## src/rtl/pcfl_pkg.sv

```systemverilog
`timescale 1ns / 1ps
// Package for the per-CPU page free list allocator.
// Field widths, default sizes, status, operation and register codes.
package pcfl_pkg;

  localparam int ADDR_W     = 32;
  localparam int REQ_W      = 3;
  localparam int STATUS_W   = 2;
  localparam int CFG_IDX_W  = 1;
  localparam int CFG_DATA_W = 32;

  localparam int CPU_COUNT_DEF  = 8;
  localparam int PAGE_SLOTS_DEF = 32768;
  localparam int PAGE_BYTES_DEF = 4096;

  typedef enum logic [STATUS_W-1:0] {
    ST_OK     = 2'd0,
    ST_OOM    = 2'd1,
    ST_REJECT = 2'd2
  } status_t;

  typedef enum logic {
    OP_FREE  = 1'b0,
    OP_ALLOC = 1'b1
  } op_t;

  typedef enum logic [CFG_IDX_W-1:0] {
    REG_LOW_BOUND  = 1'b0,
    REG_HIGH_BOUND = 1'b1
  } cfg_reg_t;

endpackage

```

## src/rtl/pcfl_cmp.sv

```systemverilog
`timescale 1ns / 1ps
// Shared unsigned magnitude comparator used for both bound checks.
// Depends on pcfl_pkg for the address width.
module pcfl_cmp (
  input  logic [pcfl_pkg::ADDR_W-1:0] a,
  input  logic [pcfl_pkg::ADDR_W-1:0] b,
  output logic                        lt
);

  logic [pcfl_pkg::ADDR_W:0] diff;

  assign diff = {1'b0, a} - {1'b0, b};
  assign lt   = diff[pcfl_pkg::ADDR_W];

endmodule

```

## config.mk

```make
export PLATFORM = sky130hd
export DESIGN_NAME = pcfl_cmp
export DESIGN_NICKNAME = d
export VERILOG_FILES = /design/src/rtl/pcfl_pkg.sv /design/src/rtl/pcfl_cmp.sv
export SDC_FILE = /design/constraint.sdc
export NUM_CORES = 1
export LEC_CHECK = 0
export BUFFER_PORTS_ARGS = -buffer_cell sky130_fd_sc_hd__buf_2
export CORE_MARGIN = 2
export CORE_UTILIZATION = 30
export DETAILED_ROUTE_END_ITERATION = 7
export MAX_ROUTING_LAYER = met4
export SLEW_MARGIN = 20
export SYNTH_ARGS = -nofsm -noshare
export SYNTH_HDL_FRONTEND = slang
export SYNTH_SLANG_ARGS = --single-unit
```

## constraint.sdc

```tcl
create_clock -name vclk -period 4.6
set_clock_uncertainty 0.05 [all_clocks]
set_input_delay 0.69 -clock vclk [all_inputs]
set_output_delay 0.69 -clock vclk [all_outputs]
set_load 0.03 [all_outputs]
```

Yosys cells after proc, flatten, opt, wreduce, memory -nomap -nowiden
Index checks and enable logic that the tools add are counted.

Register bits: 0. Input bits: 64. Output and inout port bits: 1. Logic and storage cells: 1.

Add/sub/neg operators: 1.

Operator list (number): 32-bit by 32-bit subtractor with 33-bit output (1).

Longest topological paths before layout
Depth after elaboration: 1. Gate-level depth with buffers: 7. Depth with buffers taken out: 7.

Worst setup path before layout
Ideal clock, no wire load.

Path type: input to output. Start point: input port b[1] (netlist bit). End point: output port lt. Arrival time: 2.313 ns. Required time: 3.860 ns. Setup slack: 1.547 ns. Stages: 6. Path buffers: 0. Cells stage by stage: inv_1 ha_1 a2111oi_4 nor4b_1 or4_1 a21oi_1.

Cells in the longest elaborated chain, start to end: 1.

Ends and longest elaborated chain: start: declaration (line pcfl_cmp.sv:6) `input logic [pcfl_pkg::ADDR_W-1:0] b,`; 32-bit by 32-bit subtractor with 33-bit output (line pcfl_cmp.sv:12) `assign diff = {1'b0, a} - {1'b0, b};`; end: declaration (line pcfl_cmp.sv:7) `output logic lt`.

No other way between the ends.

Worst setup path after layout
Start point: input port a[1] (netlist bit). End point: output port lt.

Cells in the longest elaborated chain, start to end: 1.

Ends and longest elaborated chain: start: declaration (line pcfl_cmp.sv:5) `input logic [pcfl_pkg::ADDR_W-1:0] a,`; 32-bit by 32-bit subtractor with 33-bit output (line pcfl_cmp.sv:12).

No other way between the ends.

==> results_dict.tcl <==
set metrics [dict create \
    fmax_mhz 328 \
    tns_ns 0 \
    routed_wl_um 1930 \
    antenna-diode-count 0 \
    hold_viol 0 \
    seqCellArea_um2 0 \
    design_power_total_mw 0.0899 \
    die_x_um 55.6 \
    power_density_nw_per_um2 77.5 \
    final_area_um2 1160 \
    num_io_pins 65 \
    avgSynthCellArea_um2 7.26 \
    die-area_um2 3090 \
    wl_per_cell_um 9.41 \
    tightest_slew_ns 0.243 \
    p_leak_nw 0.760 \
    post-cts-setup-buffers 0 \
    setup-violations-final 0 \
    synth_seq_area_share_pct 0 \
    grt_setup_unrepaired "no" \
    drtPass1Iterations 3 \
    layout-drive-gt1-share_pct 38.3 \
    slew_headroom_pct 83.6 \
    gp_congestion 0.756 \
    crit_required_ns 3.86 \
    whs_endpoint "lt" \
    drc 0 \
    nClkBuffers 0 \
    initial_core_util_pct 31.9 \
    crit_type "input pin to primary output" \
    cp-end-kind "primary output" \
    ctsHoldBuffers 0 \
    viasPerCell 4.56 \
    crit_path_start_kind "input pin" \
    drv_slew 0 \
    port_buffers 65 \
    grt_overflow 0 \
    synthesis.nets 205 \
    setup_ws_ns 1.55 \
    dp_worst_setup_slack_ns 1.53 \
    grt_usage_pct 13.4 \
    final_util_pct 46.4 \
    yosys-top-cells-count "31 x ha_1, 31 x inv_1, 11 x a21oi_1" \
    ir_worst_vdd_mv 0.0362 \
    ctsResizeCount 0 \
    multiInputGateArea_um2 682 \
    grt_pass1_wl_um 3520 \
    yosys_warnings 0 \
    placed_cell_area_um2 1160 \
    worstPathArrival_ns 2.31 \
    flops_and_latches 0 \
    rows 18 \
    hp-class "input pin to primary output" \
    synthCells 110 \
    min_path_cells 6 \
    synth_largest_area_cell "ha_1" \
    grt_max_degree 4 \
    yosys.area.top_type_share_pct 48.6 \
    route.vias.total 935 \
    min_from "a[31]" \
    first_global_vias 968 \
    ant_nets 0 \
    drt_iter0_drc 14 \
    ys_types 19 \
    hpwlAfterDp_um 1890 \
    fin_nets 272 \
    fill_cells 276 \
    crit_path_max_fanout 1 \
    period_minus_slack_ns 3.05 \
    die-height_um 55.6 \
    drv_cap 0 \
    syn-cell-area_um2 798 \
    synth_top_cells_by_area "ha_1 49%, inv_1 15%, a21oi_1 6.9%, nand2_1 4.7%, a2111oi_4 3.4%" \
    core_area_um2 2500 \
    crit_path_start "a[1]" \
    fin_crit_sh_pct 66.4 \
    antenna_found_initial 0 \
    status "finished, final reports clean" \
    area_growth_syn_to_layout_pct 45.5 \
]
## kinds of logic (layout without fill, tap and decap cells)
| group | count (synthesis) | count (layout) | share of synthesized area [%] |
|---|---|---|---|
| AO/OA/AOI/OAI | 24 | 24 | 20.8 |
| buffers and inverters | 31 | 96 | 14.6 |
| AND/OR/NAND/NOR | 24 | 24 | 16.0 |
| adder cells (fa/ha/maj) | 31 | 31 | 48.6 |
## routing by layer
metal	vias up	global-route usage (%)	part of all wire, %	routed length [µm]
li1	509	-	-	-
met1	389	13.3	38	738
met2	37	29.3	54	1050
met3	0	0.930	7.4	142
met4	0	0	0	0
met5	-	-	0	0
## where the power goes
group / switching, mW / internal (mW)
Clock: 0 / 0
Combinational: 0.0413 / 0.0486
Sequential: 0 / 0
Total: 0.0413 / 0.0486
## worst max-delay path by stage
stage | end | slack (ns) | depth (start not counted)
detailed placement | lt | 1.53 | 9
global route | lt | 1.41 | 9
floorplan | lt | 1.55 | 6
CTS | lt | 1.52 | 9
finish | lt | 1.55 | 7
global placement | lt | 1.54 | 7
## per-stage QoR
step / hold slack (ns) / cells
floorplan: 1.68 / 110
global placement: 1.87 / 205
detailed placement: 1.86 / 205
CTS: 1.88 / 205
global route: 1.92 / 205
finish: 1.87 / 205
## critical path: stages
cell,delay [ns]
buf_2,0.10
ha_1,0.32
a2111oi_4,0.28
nor4b_1,0.08
or4_1,0.49
a21oi_1,0.14
buf_2,0.21
## cell type report
cell class / count / share of cell area (%)
inverter: 31 / 10.0
timing repair buffer: 65 / 28.0
tap: 30 / 3.23
multi-input combinational: 79 / 58.7
## layout by cell type (no fill, tap or decap), types with 4 or more instances in the layout
cell / instances
a21oi_1: 11
inv_1: 31
o21ai_0: 4
nand2_1: 10
buf_2: 65
ha_1: 31
nor2_1: 4
(Power assumes the default switching activity.)
